[config.mk]
export PLATFORM = sky130hd
export DESIGN_NAME = byte_run_length_encoder
export DESIGN_NICKNAME = d
export VERILOG_FILES = /design/src/design/brle_pkg.sv /design/src/design/brle_ram.sv /design/src/design/brle_fifo.sv /design/src/design/brle_front.sv /design/src/design/brle_back.sv /design/src/design/byte_run_length_encoder.sv
export SDC_FILE = /design/constraint.sdc
export NUM_CORES = 2
export LEC_CHECK = 0
export ABC_CLOCK_PERIOD_IN_PS = 11900
export BUFFER_PORTS_ARGS = -buffer_cell sky130_fd_sc_hd__buf_2
export CORE_MARGIN = 2
export CORE_UTILIZATION = 45
export CTS_CLUSTER_DIAMETER = 40
export DETAILED_ROUTE_END_ITERATION = 6
export PLACE_DENSITY = 0.58
export SETUP_SLACK_MARGIN = 0.4
export SLEW_MARGIN = 15
export SYNTH_ARGS = -nofsm -noshare
export SYNTH_HDL_FRONTEND = slang
export SYNTH_SLANG_ARGS = --single-unit
[constraint.sdc]
create_clock -name clk -period 11.9 [get_ports clk]
set_clock_uncertainty 0.15 [all_clocks]
set_input_delay 1.19 -clock clk [delete_from_list [all_inputs] [get_ports clk]]
set_output_delay 1.19 -clock clk [all_outputs]
set_load 0.01 [all_outputs]
[src/design/brle_pkg.sv]
// ----------------------------------------------------------------------------
// brle_pkg
// Shared types and constants of the byte run-length encoder.
// ----------------------------------------------------------------------------
package brle_pkg;

	localparam int BYTE_W             = 8;
	localparam int LEN_W              = 8;
	localparam int WORD_W             = 64;
	localparam int CNT_W              = 4;
	localparam int LANES              = WORD_W / BYTE_W;
	localparam int RUN_FLAG           = 128;
	localparam int MAX_RUN_DEF        = 128;
	localparam int BYTES_PER_WORD_DEF = 8;
	localparam int CMDQ_DEPTH         = 4;
	localparam int OUTQ_DEPTH         = 4;

	typedef struct packed {
		logic [BYTE_W-1:0] data_byte;
		logic              stream_end;
	} in_item_t;

	typedef struct packed {
		logic [WORD_W-1:0] out_word;
		logic [CNT_W-1:0]  byte_count;
		logic              group_last;
		logic              stream_last;
	} out_item_t;

	// one input's worth of segments: a run and/or a literal, in either order
	typedef struct packed {
		logic              first_lit;
		logic              run_en;
		logic [BYTE_W-1:0] run_byte;
		logic [LEN_W-1:0]  run_len;
		logic              lit_en;
		logic [LEN_W-1:0]  lit_stored;
		logic              lit_tail_en;
		logic [BYTE_W-1:0] lit_tail;
		logic              lit_bank;
		logic              last;
	} cmd_t;

	typedef struct packed {
		logic valid;
		logic bank;
	} lit_done_t;

endpackage

[src/design/brle_ram.sv]
// ----------------------------------------------------------------------------
// brle_ram
// Generic single write port, single read port RAM with registered read.
// ----------------------------------------------------------------------------
module brle_ram #(
	parameter int WIDTH = brle_pkg::BYTE_W,
	parameter int DEPTH = 2 * brle_pkg::MAX_RUN_DEF
) (
	input  logic                     clk,
	input  logic                     wr_en,
	input  logic [$clog2(DEPTH)-1:0] wr_addr,
	input  logic [WIDTH-1:0]         wr_data,
	input  logic                     rd_en,
	input  logic [$clog2(DEPTH)-1:0] rd_addr,
	output logic [WIDTH-1:0]         rd_data
);

	logic [WIDTH-1:0] mem_q [DEPTH];

	always_ff @(posedge clk) begin
		if (wr_en) begin
			mem_q[wr_addr] <= wr_data;
		end
		if (rd_en) begin
			rd_data <= mem_q[rd_addr];
		end
	end

endmodule

[src/design/brle_fifo.sv]
// ----------------------------------------------------------------------------
// brle_fifo
// Small register queue with first-word fall-through read.
// ----------------------------------------------------------------------------
module brle_fifo #(
	parameter type T     = brle_pkg::cmd_t,
	parameter int  DEPTH = brle_pkg::CMDQ_DEPTH
) (
	input  logic clk,
	input  logic arst_n,
	input  logic push,
	input  T     wr_data,
	output logic full,
	input  logic pop,
	output T     rd_data,
	output logic empty
);

	localparam int PTR_W = (DEPTH > 1) ? $clog2(DEPTH) : 1;
	localparam int CNT_W = $clog2(DEPTH + 1);

	T                 mem_q [DEPTH];
	logic [PTR_W-1:0] wr_ptr_q;
	logic [PTR_W-1:0] rd_ptr_q;
	logic [CNT_W-1:0] count_q;
	logic             do_push;
	logic             do_pop;

	assign full    = count_q == CNT_W'(DEPTH);
	assign empty   = count_q == '0;
	assign do_push = push && !full;
	assign do_pop  = pop && !empty;
	assign rd_data = mem_q[rd_ptr_q];

	always_ff @(posedge clk) begin
		if (do_push) begin
			mem_q[wr_ptr_q] <= wr_data;
		end
	end

	always_ff @(posedge clk or negedge arst_n) begin
		if (!arst_n) begin
			wr_ptr_q <= '0;
			rd_ptr_q <= '0;
			count_q  <= '0;
		end else begin
			if (do_push) begin
				wr_ptr_q <= (wr_ptr_q == PTR_W'(DEPTH - 1)) ? '0 : wr_ptr_q + PTR_W'(1);
			end
			if (do_pop) begin
				rd_ptr_q <= (rd_ptr_q == PTR_W'(DEPTH - 1)) ? '0 : rd_ptr_q + PTR_W'(1);
			end
			count_q <= count_q + CNT_W'(do_push) - CNT_W'(do_pop);
		end
	end

endmodule

[src/design/brle_front.sv]
// ----------------------------------------------------------------------------
// brle_front
// Takes raw bytes, tracks run/literal state, fills the literal store and
// issues one segment command per input that completes output.
// ----------------------------------------------------------------------------
module brle_front #(
	parameter int MAX_RUN = brle_pkg::MAX_RUN_DEF
) (
	input  logic                        clk,
	input  logic                        arst_n,
	input  logic                        push,
	input  brle_pkg::in_item_t          item,
	output logic                        full,
	output logic                        cmd_push,
	output brle_pkg::cmd_t              cmd,
	input  logic                        cmd_full,
	input  brle_pkg::lit_done_t         lit_done,
	output logic                        wr_en,
	output logic [$clog2(MAX_RUN):0]    wr_addr,
	output logic [brle_pkg::BYTE_W-1:0] wr_data
);

	localparam int IDX_W = $clog2(MAX_RUN);
	localparam int LEN_W = brle_pkg::LEN_W;
	localparam bit RUN_CAP_TWO = (MAX_RUN <= 2);

	typedef enum logic [1:0] {
		M_IDLE,
		M_LIT,
		M_RUN
	} mode_t;

	mode_t                       mode_q, mode_d;
	logic [brle_pkg::BYTE_W-1:0] held_q, held_d;
	logic [LEN_W-1:0]            len_q, len_d;
	logic                        bank_q, bank_d;
	logic [1:0]                  busy_q, busy_set, busy_clr;
	logic [LEN_W-1:0]            len_inc;
	logic                        accept;
	logic                        same;
	logic                        last;

	assign full    = cmd_full || busy_q[bank_q];
	assign accept  = push && !full;
	assign same    = item.data_byte == held_q;
	assign last    = item.stream_end;
	assign len_inc = len_q + LEN_W'(1);
	assign wr_addr = {bank_q, len_q[IDX_W-1:0]};
	assign wr_data = held_q;

	always_comb begin
		mode_d       = mode_q;
		held_d       = held_q;
		len_d        = len_q;
		bank_d       = bank_q;
		cmd          = '0;
		cmd.last     = last;
		cmd.lit_bank = bank_q;
		cmd.run_byte = held_q;
		cmd_push     = 1'b0;
		wr_en        = 1'b0;
		if (accept) begin
			unique case (mode_q)
				M_IDLE: begin
					if (last) begin
						cmd.lit_en      = 1'b1;
						cmd.lit_tail_en = 1'b1;
						cmd.lit_tail    = item.data_byte;
						cmd_push        = 1'b1;
					end else begin
						held_d = item.data_byte;
						mode_d = M_LIT;
						len_d  = '0;
					end
				end
				M_RUN: begin
					if (same) begin
						if (len_inc >= LEN_W'(MAX_RUN) || last) begin
							cmd.run_en  = 1'b1;
							cmd.run_len = len_inc;
							cmd_push    = 1'b1;
							mode_d      = M_IDLE;
							len_d       = '0;
						end else begin
							len_d = len_inc;
						end
					end else begin
						cmd.run_en  = 1'b1;
						cmd.run_len = len_q;
						cmd_push    = 1'b1;
						if (last) begin
							cmd.lit_en      = 1'b1;
							cmd.lit_tail_en = 1'b1;
							cmd.lit_tail    = item.data_byte;
							mode_d          = M_IDLE;
							len_d           = '0;
						end else begin
							held_d = item.data_byte;
							mode_d = M_LIT;
							len_d  = '0;
						end
					end
				end
				M_LIT: begin
					if (same) begin
						cmd.first_lit = 1'b1;
						if (len_q != '0) begin
							cmd.lit_en     = 1'b1;
							cmd.lit_stored = len_q;
							bank_d         = !bank_q;
						end
						if (last || RUN_CAP_TWO) begin
							cmd.run_en  = 1'b1;
							cmd.run_len = LEN_W'(2);
							mode_d      = M_IDLE;
							len_d       = '0;
						end else begin
							mode_d = M_RUN;
							len_d  = LEN_W'(2);
						end
						cmd_push = cmd.lit_en || cmd.run_en;
					end else begin
						wr_en = 1'b1;
						if (last) begin
							cmd.lit_en      = 1'b1;
							cmd.lit_stored  = len_inc;
							cmd.lit_tail_en = 1'b1;
							cmd.lit_tail    = item.data_byte;
							cmd_push        = 1'b1;
							bank_d          = !bank_q;
							mode_d          = M_IDLE;
							len_d           = '0;
						end else if (len_inc >= LEN_W'(MAX_RUN - 1)) begin
							cmd.lit_en     = 1'b1;
							cmd.lit_stored = len_inc;
							cmd_push       = 1'b1;
							bank_d         = !bank_q;
							held_d         = item.data_byte;
							len_d          = '0;
						end else begin
							held_d = item.data_byte;
							len_d  = len_inc;
						end
					end
				end
				default: begin
					mode_d = M_IDLE;
					len_d  = '0;
				end
			endcase
		end
	end

	// a bank stays busy until the back end has read its last stored byte
	always_comb begin
		busy_set = '0;
		busy_clr = '0;
		if (cmd_push && cmd.lit_stored != '0) begin
			busy_set[bank_q] = 1'b1;
		end
		if (lit_done.valid) begin
			busy_clr[lit_done.bank] = 1'b1;
		end
	end

	always_ff @(posedge clk or negedge arst_n) begin
		if (!arst_n) begin
			mode_q <= M_IDLE;
			held_q <= '0;
			len_q  <= '0;
			bank_q <= 1'b0;
			busy_q <= '0;
		end else begin
			mode_q <= mode_d;
			held_q <= held_d;
			len_q  <= len_d;
			bank_q <= bank_d;
			busy_q <= (busy_q | busy_set) & ~busy_clr;
		end
	end

endmodule

[src/design/brle_back.sv]
// ----------------------------------------------------------------------------
// brle_back
// Walks each segment command byte by byte, reading literal bytes from the
// store, and packs the bytes into result words.
// ----------------------------------------------------------------------------
module brle_back #(
	parameter int MAX_RUN        = brle_pkg::MAX_RUN_DEF,
	parameter int BYTES_PER_WORD = brle_pkg::BYTES_PER_WORD_DEF
) (
	input  logic                        clk,
	input  logic                        arst_n,
	input  logic                        cmd_empty,
	output logic                        cmd_pop,
	input  brle_pkg::cmd_t              cmd,
	output logic                        rd_en,
	output logic [$clog2(MAX_RUN):0]    rd_addr,
	input  logic [brle_pkg::BYTE_W-1:0] rd_data,
	output brle_pkg::lit_done_t         lit_done,
	input  logic                        out_full,
	output logic                        out_push,
	output brle_pkg::out_item_t         out_item
);

	localparam int IDX_W  = $clog2(MAX_RUN);
	localparam int LEN_W  = brle_pkg::LEN_W;
	localparam int BYTE_W = brle_pkg::BYTE_W;
	localparam int WORD_W = brle_pkg::WORD_W;
	localparam int CNT_W  = brle_pkg::CNT_W;
	localparam int LANES  = brle_pkg::LANES;

	typedef enum logic [2:0] {
		S_IDLE,
		S_LIT_HDR,
		S_LIT_BODY,
		S_LIT_TAIL,
		S_RUN_HDR,
		S_RUN_BYTE
	} state_t;

	state_t             state_q, state_nx, seg_next, tail_next, start_st;
	brle_pkg::cmd_t     cur_q;
	logic [IDX_W-1:0]   idx_q;
	logic [IDX_W-1:0]   idx_rd;
	logic [WORD_W-1:0]  acc_q;
	logic [WORD_W-1:0]  word_nx;
	logic [CNT_W-1:0]   cnt_q;
	logic [CNT_W-1:0]   cnt_nx;
	logic [BYTE_W-1:0]  byte_val;
	logic               body_last;
	logic               step;
	logic               last_byte;
	logic               flush;

	assign body_last = (LEN_W'(idx_q) + LEN_W'(1)) == cur_q.lit_stored;
	assign step      = (state_q != S_IDLE) && !out_full;
	assign last_byte = state_nx == S_IDLE;
	assign cnt_nx    = cnt_q + CNT_W'(1);
	assign flush     = last_byte || cnt_nx == CNT_W'(BYTES_PER_WORD);
	assign cmd_pop   = (state_q == S_IDLE) && !cmd_empty;
	assign start_st  = (cmd.lit_en && (cmd.first_lit || !cmd.run_en)) ? S_LIT_HDR : S_RUN_HDR;

	always_comb begin
		unique case (state_q)
			S_LIT_HDR, S_LIT_BODY, S_LIT_TAIL: begin
				seg_next = (cur_q.first_lit && cur_q.run_en) ? S_RUN_HDR : S_IDLE;
			end
			default: begin
				seg_next = (!cur_q.first_lit && cur_q.lit_en) ? S_LIT_HDR : S_IDLE;
			end
		endcase
		tail_next = cur_q.lit_tail_en ? S_LIT_TAIL : seg_next;
	end

	always_comb begin
		byte_val = '0;
		state_nx = S_IDLE;
		unique case (state_q)
			S_LIT_HDR: begin
				byte_val = BYTE_W'(cur_q.lit_stored + LEN_W'(cur_q.lit_tail_en) - LEN_W'(1));
				state_nx = (cur_q.lit_stored != '0) ? S_LIT_BODY : tail_next;
			end
			S_LIT_BODY: begin
				byte_val = rd_data;
				state_nx = body_last ? tail_next : S_LIT_BODY;
			end
			S_LIT_TAIL: begin
				byte_val = cur_q.lit_tail;
				state_nx = seg_next;
			end
			S_RUN_HDR: begin
				byte_val = BYTE_W'(LEN_W'(brle_pkg::RUN_FLAG) + cur_q.run_len - LEN_W'(1));
				state_nx = S_RUN_BYTE;
			end
			S_RUN_BYTE: begin
				byte_val = cur_q.run_byte;
				state_nx = seg_next;
			end
			default: begin
				byte_val = '0;
				state_nx = S_IDLE;
			end
		endcase
	end

	// store read runs one byte ahead; rd_data holds while stalled
	assign idx_rd  = (state_q == S_LIT_HDR) ? '0 : idx_q + IDX_W'(1);
	assign rd_addr = {cur_q.lit_bank, idx_rd};
	assign rd_en   = step && ((state_q == S_LIT_HDR) || (state_q == S_LIT_BODY && !body_last));

	assign lit_done.valid = step && state_q == S_LIT_BODY && body_last;
	assign lit_done.bank  = cur_q.lit_bank;

	always_comb begin
		word_nx = acc_q;
		for (int i = 0; i < LANES; i++) begin
			if (cnt_q == CNT_W'(i)) begin
				word_nx[i*BYTE_W +: BYTE_W] = byte_val;
			end
		end
	end

	assign out_push             = step && flush;
	assign out_item.out_word    = word_nx;
	assign out_item.byte_count  = cnt_nx;
	assign out_item.group_last  = last_byte;
	assign out_item.stream_last = last_byte && cur_q.last;

	always_ff @(posedge clk) begin
		if (cmd_pop) begin
			cur_q <= cmd;
		end
	end

	always_ff @(posedge clk or negedge arst_n) begin
		if (!arst_n) begin
			state_q <= S_IDLE;
			idx_q   <= '0;
			acc_q   <= '0;
			cnt_q   <= '0;
		end else begin
			if (cmd_pop) begin
				state_q <= start_st;
				idx_q   <= '0;
			end else if (step) begin
				state_q <= state_nx;
				if (state_q == S_LIT_HDR) begin
					idx_q <= '0;
				end else if (state_q == S_LIT_BODY) begin
					idx_q <= idx_q + IDX_W'(1);
				end
			end
			if (step) begin
				if (flush) begin
					acc_q <= '0;
					cnt_q <= '0;
				end else begin
					acc_q <= word_nx;
					cnt_q <= cnt_nx;
				end
			end
		end
	end

endmodule

[src/design/byte_run_length_encoder.sv]
// Throughput: one input byte per cycle while the command queue has room and the
// literal bank being filled is free; the back end emits one byte per cycle while the
// output queue has room, and it takes a new command only once it is back in idle
// after the last byte of the previous one.
// Reset clears all control state at once; the literal store needs no clearing.
// ----------------------------------------------------------------------------
// byte_run_length_encoder
// Run-length encoder with decoupled classify and emit stages, packing the
// compressed stream into words of up to eight bytes.
// ----------------------------------------------------------------------------
module byte_run_length_encoder #(
	parameter int MAX_RUN        = brle_pkg::MAX_RUN_DEF,
	parameter int BYTES_PER_WORD = brle_pkg::BYTES_PER_WORD_DEF
) (
	input  logic                clk,
	input  logic                arst_n,
	input  logic                push,
	input  brle_pkg::in_item_t  item,
	output logic                full,
	output logic                empty,
	input  logic                pop,
	output brle_pkg::out_item_t result
);

	localparam int RAM_AW    = $clog2(MAX_RUN) + 1;
	localparam int RAM_DEPTH = 1 << RAM_AW;

	logic                        cmd_push;
	logic                        cmd_full;
	logic                        cmd_pop;
	logic                        cmd_empty;
	brle_pkg::cmd_t              cmd_wr;
	brle_pkg::cmd_t              cmd_rd;
	brle_pkg::lit_done_t         lit_done;
	logic                        wr_en;
	logic [RAM_AW-1:0]           wr_addr;
	logic [brle_pkg::BYTE_W-1:0] wr_data;
	logic                        rd_en;
	logic [RAM_AW-1:0]           rd_addr;
	logic [brle_pkg::BYTE_W-1:0] rd_data;
	logic                        out_push;
	logic                        out_full;
	brle_pkg::out_item_t         out_item;

	brle_front #(
		.MAX_RUN (MAX_RUN)
	) u_front (
		.clk      (clk),
		.arst_n   (arst_n),
		.push     (push),
		.item     (item),
		.full     (full),
		.cmd_push (cmd_push),
		.cmd      (cmd_wr),
		.cmd_full (cmd_full),
		.lit_done (lit_done),
		.wr_en    (wr_en),
		.wr_addr  (wr_addr),
		.wr_data  (wr_data)
	);

	brle_ram #(
		.WIDTH (brle_pkg::BYTE_W),
		.DEPTH (RAM_DEPTH)
	) u_store (
		.clk     (clk),
		.wr_en   (wr_en),
		.wr_addr (wr_addr),
		.wr_data (wr_data),
		.rd_en   (rd_en),
		.rd_addr (rd_addr),
		.rd_data (rd_data)
	);

	brle_fifo #(
		.T     (brle_pkg::cmd_t),
		.DEPTH (brle_pkg::CMDQ_DEPTH)
	) u_cmdq (
		.clk     (clk),
		.arst_n  (arst_n),
		.push    (cmd_push),
		.wr_data (cmd_wr),
		.full    (cmd_full),
		.pop     (cmd_pop),
		.rd_data (cmd_rd),
		.empty   (cmd_empty)
	);

	brle_back #(
		.MAX_RUN        (MAX_RUN),
		.BYTES_PER_WORD (BYTES_PER_WORD)
	) u_back (
		.clk       (clk),
		.arst_n    (arst_n),
		.cmd_empty (cmd_empty),
		.cmd_pop   (cmd_pop),
		.cmd       (cmd_rd),
		.rd_en     (rd_en),
		.rd_addr   (rd_addr),
		.rd_data   (rd_data),
		.lit_done  (lit_done),
		.out_full  (out_full),
		.out_push  (out_push),
		.out_item  (out_item)
	);

	brle_fifo #(
		.T     (brle_pkg::out_item_t),
		.DEPTH (brle_pkg::OUTQ_DEPTH)
	) u_outq (
		.clk     (clk),
		.arst_n  (arst_n),
		.push    (out_push),
		.wr_data (out_item),
		.full    (out_full),
		.pop     (pop),
		.rd_data (result),
		.empty   (empty)
	);

endmodule
==> results.md <==
- The flow ran to the end, and the final reports show no timing, DRC or antenna violations.
- Setup repair after global routing left no endpoint under its margin.
- No sink is reached through more buffers than the 4 on the longest clock path.
- The synthesized-area fraction occupied by ao, oa, aoi and oai cells was 0.09621.
- In the layout the commonest cells are sky130_fd_sc_hd__edfxtp_1, sky130_fd_sc_hd__nand2_1, sky130_fd_sc_hd__clkbuf_16, sky130_fd_sc_hd__nor2_1, sky130_fd_sc_hd__o21ai_0.
- For this design the static power due to leakage is 40.80 nW.
- After layout, the design draws a total of 36.66 mW.
- The highest layer touched by signal routing is met5.
- The kind of capture point of the worst setup path is a register.
- The clock latency on the worst-skew pair is 0.98 ns.
- The worst path required time is 12.46 ns.
- In this run the worst path has a maximum fanout of 41.
- The number of inserted filler cells in the final layout is 18850.
- After routing, the total negative slack on setup checks comes to 0 ns.
- The non-filler instance count after layout is 10680.
- Dividing the final minimum period by the clock period gives 0.5248.
- The minimum clock period is 6.245 ns.
- The H-tree was split into 5 levels.
- The floorplan has 178 rows.
- The vertical extent of the die is 490.0 µm.
- Of the post-synthesis cell area, the part taken by muxes is 0.06029.
- The critical path is of the register to register type.
- The first-pass iteration count of the detailed router is 6.
- The tool flagged a number of max-cap violations equal to 0.
- In the final layout, the share of cells above drive strength 1 is 0.1657.
- The actual transition at the worst max-transition pin is 1.333 ns.
- The count of final hold-check violations is 0.
- The CTS sink count is 2639.
- The number of DRC markers in iteration 0 is 10220.
- The library cell used most frequently in the layout, excluding fill and tap cells, is sky130_fd_sc_hd__edfxtp_1.
- The weighted congestion reported at the end of routability-driven placement is 0.9253.
- The number of slew-limit violations in the final report was 0.
- The number of placed instances, taps included, is 9940.
- The layout overhead on the synthesized area is 16.83%.
- The number of nets in the synthesized netlist is 7081.
- Setup slack closes at 5.655 ns.
- In the final routing, the length of wire on met1 measures 136.8 mm.
- The post-layout net count is 7240.
- In the post-synthesis netlist, the biggest area contributors are sky130_fd_sc_hd__edfxtp_1, sky130_fd_sc_hd__nand2_1, sky130_fd_sc_hd__dfrtp_1.
- The TritonCTS clock tree is built.
- The netlist area before placement is 106300 µm².
- The count of nets left with antenna violations once routing finished came out at 0.
- The share of Yosys cell area claimed by the top area cell type is 0.7136.
- The kind of start point of the critical path is a register.
- The power density normalized to cell area is 295.2 nW/µm².
- The number of distinct library cells after synthesis is 89.
- Of the total synthesized cell area, the portion taken by full adders, half adders and majority gates is 0.003908.
- For this run, the leading register cell type out of synthesis is sky130_fd_sc_hd__edfxtp_1.
- Counting flops with an async set or reset pin after synthesis yields a share of 0.04282.
- The post-place setup slack is 5.909 ns.
- The number of top-level pins is 85.
- Clock-pin slew was measured on the worst setup and hold paths at 0.07 ns.
- After detailed routing, the number of remaining DRC violations is 0.
- By area, the combinational part of the netlist is dominated by compound AO/OA/AOI/OAI gates.
- The final layout contains routed wiring with a total length of 343.6 mm.
- In this run the mean area of a mapped cell was 15.11 µm².
- The worst hold path class is input port to asynchronous set/reset pin.
- The biggest area consumer among synthesized cells is sky130_fd_sc_hd__edfxtp_1.
- The die covers 240100 µm².
- The count of final setup violators is 0.
- In this run, post-CTS repair resized a total of 0 instances.
- The parity-gate share of the synthesized area counting xor and xnor cells is 0.003849.
- After detailed routing, the met3 layer carries 36.84 mm of wire.
- During placement, the flow inserted port buffers numbering 84.
- The total area inside the core boundary comes to 235000 µm².
- The simple-gate share of the synthesized area is 0.07373.
- After detailed routing, the number of vias per cell comes to 6.283.
- The chip width is 490.0 µm.
- The mean routed wirelength per cell is 32.17 µm.
- The total routing usage reported by global routing is 0.2799.
- The remaining max-slew budget at the tightest pin is 0.1113.
- The starting utilization of the core area is 0.4524.
- The sequential share of the synthesized area is 0.7402.
- The worst endpoint data arrival time is 6.80 ns.
- The number of setup buffers added after CTS is 0.
- Timing would allow up to 160.1 MHz.
- The tree is rooted in a sky130_fd_sc_hd__clkbuf_16.
- The pin count of the biggest net entering global routing is 172.
- The total of hold buffers inserted after clock tree synthesis is 0.
- The first global-routing pass estimated 485.4 mm of wire.
- The number of clock buffers added by TritonCTS is 403.
- Global routing finished with a remaining overflow of 0.
- The total of warnings raised by yosys is 0.
- The number of antenna violations at the first check in global routing is 23.
- The maximum ir drop on the vdd rail is 0.0003062 V.
- The number of global-route vias before repair is 63660.
- The HPWL after detailed placement is 200.7 mm.
- The count of vias placed by the detailed router is 67110.
- The synthesized design contains 2526 enable-type register cells.
- Counting flops and latches in the post-synthesis netlist gives 2639.
- The number of instances in the synthesized netlist is 7036.
- Wire segments on met2 add up to 153.7 mm in the final route.
- Registers take 78720 µm².
- The area of the multi-input gates is 25620 µm².
-- kinds of logic after synthesis --
| kind of cell | Yosys count |
|---|---|
| flip-flops | 2639 |
| AND/OR/NAND/NOR | 1828 |
| AO/OA/AOI/OAI | 1463 |
| buffers and inverters | 551 |
| multiplexers | 478 |
| XOR/XNOR | 45 |
| adder cells (fa/ha/maj) | 32 |
-- report_power, final --
group	internal (mW)	leakage (nW)	switching [mW]	total, mW
registers	12.1	24.4	0.611	12.7
logic	3.09	9.77	8.79	11.9
clock network	7.62	6.67	4.45	12.1
-- registers in the layout, summed over array words and instances, names as in the netlist, 7 cells and up --
name / count
u_back.cur_q: 37
u_back.idx_q: 7
u_store.mem_q: 2048
u_store.rd_data: 8
u_front.wr_data: 8
u_outq.mem_q: 280
u_front.len_q: 8
u_cmdq.mem_q: 152
u_back.acc_q: 64
-- metrics by stage --
stage            util  hold slack, ns  area [µm²]
3_3_place_gp   0.4692          0.3251      110200
3_5_place_dp   0.4694          0.3371      110300
4_1_cts        0.5284         0.07631      124200
6_report       0.5285         0.06117      124200
2_1_floorplan       -          0.3082      106300
5_1_grt        0.5284         0.09148      124200
-- area by class of cell --
| class | instances | area share |
|---|---|---|
| tap | 3150 | 0.03174 |
| sequential | 2639 | 0.6339 |
| antenna | 10 | 0.0002015 |
| clock buffer | 436 | 0.08314 |
| inverter | 49 | 0.001541 |
| multi-input combinational | 3846 | 0.2063 |
| timing repair buffer | 256 | 0.01464 |
| clock inverter | 295 | 0.02858 |
-- per-layer routing --
| metal | up-vias | track usage |
|---|---|---|
| met5 | - | 0 |
| met4 | 18 | 0.1211 |
| met3 | 781 | 0.06663 |
| met2 | 3988 | 0.4197 |
| met1 | 34320 | 0.3908 |
| li1 | 28000 | - |
-- synthesized netlist by cell type (all sizes together), types with 58 or more instances --
master	n
a211oi	90
a21oi	211
a22o	73
a31oi	124
and3	58
buf	264
clkbuf	238
dfrtp	113
edfxtp	2526
mux2	108
mux2i	251
mux4	119
nand2	955
nand3	180
nor2	380
nor3	86
o211ai	87
o21ai	283
o221ai	105
o22ai	118
-- path summary, 6_finish.rpt --
check,end,from,cells after the start,slack [ns]
setup / recovery,u_store.rd_data[1],u_back.state_q[0],11,5.65
hold / removal,u_back.acc_q[26],arst_n,1,0.06
setup reg to reg,u_store.rd_data[1],u_back.state_q[0],11,5.65
hold reg to reg,u_back.acc_q[46],u_back.acc_q[46],1,0.35
max in group asynchronous,u_front.wr_data[7],arst_n,2,10.15
min in group clk,u_front.wr_data[2],item[3],2,0.34
-- worst max-delay path, cell delays in order, from the launching register on --
cell and delay [ns]:
sky130_fd_sc_hd__dfrtp_1 0.96, sky130_fd_sc_hd__or3b_4 0.60, sky130_fd_sc_hd__buf_4 0.35, sky130_fd_sc_hd__buf_4 0.37, sky130_fd_sc_hd__nand2_4 0.54, sky130_fd_sc_hd__buf_4 0.65
sky130_fd_sc_hd__mux4_2 0.59, sky130_fd_sc_hd__nand2_1 0.10, sky130_fd_sc_hd__o2111ai_1 0.24, sky130_fd_sc_hd__o21ai_0 0.75, sky130_fd_sc_hd__a221oi_1 0.18, sky130_fd_sc_hd__a311o_1 0.36
No activity file was read; power rests on OpenSTA's default activity.
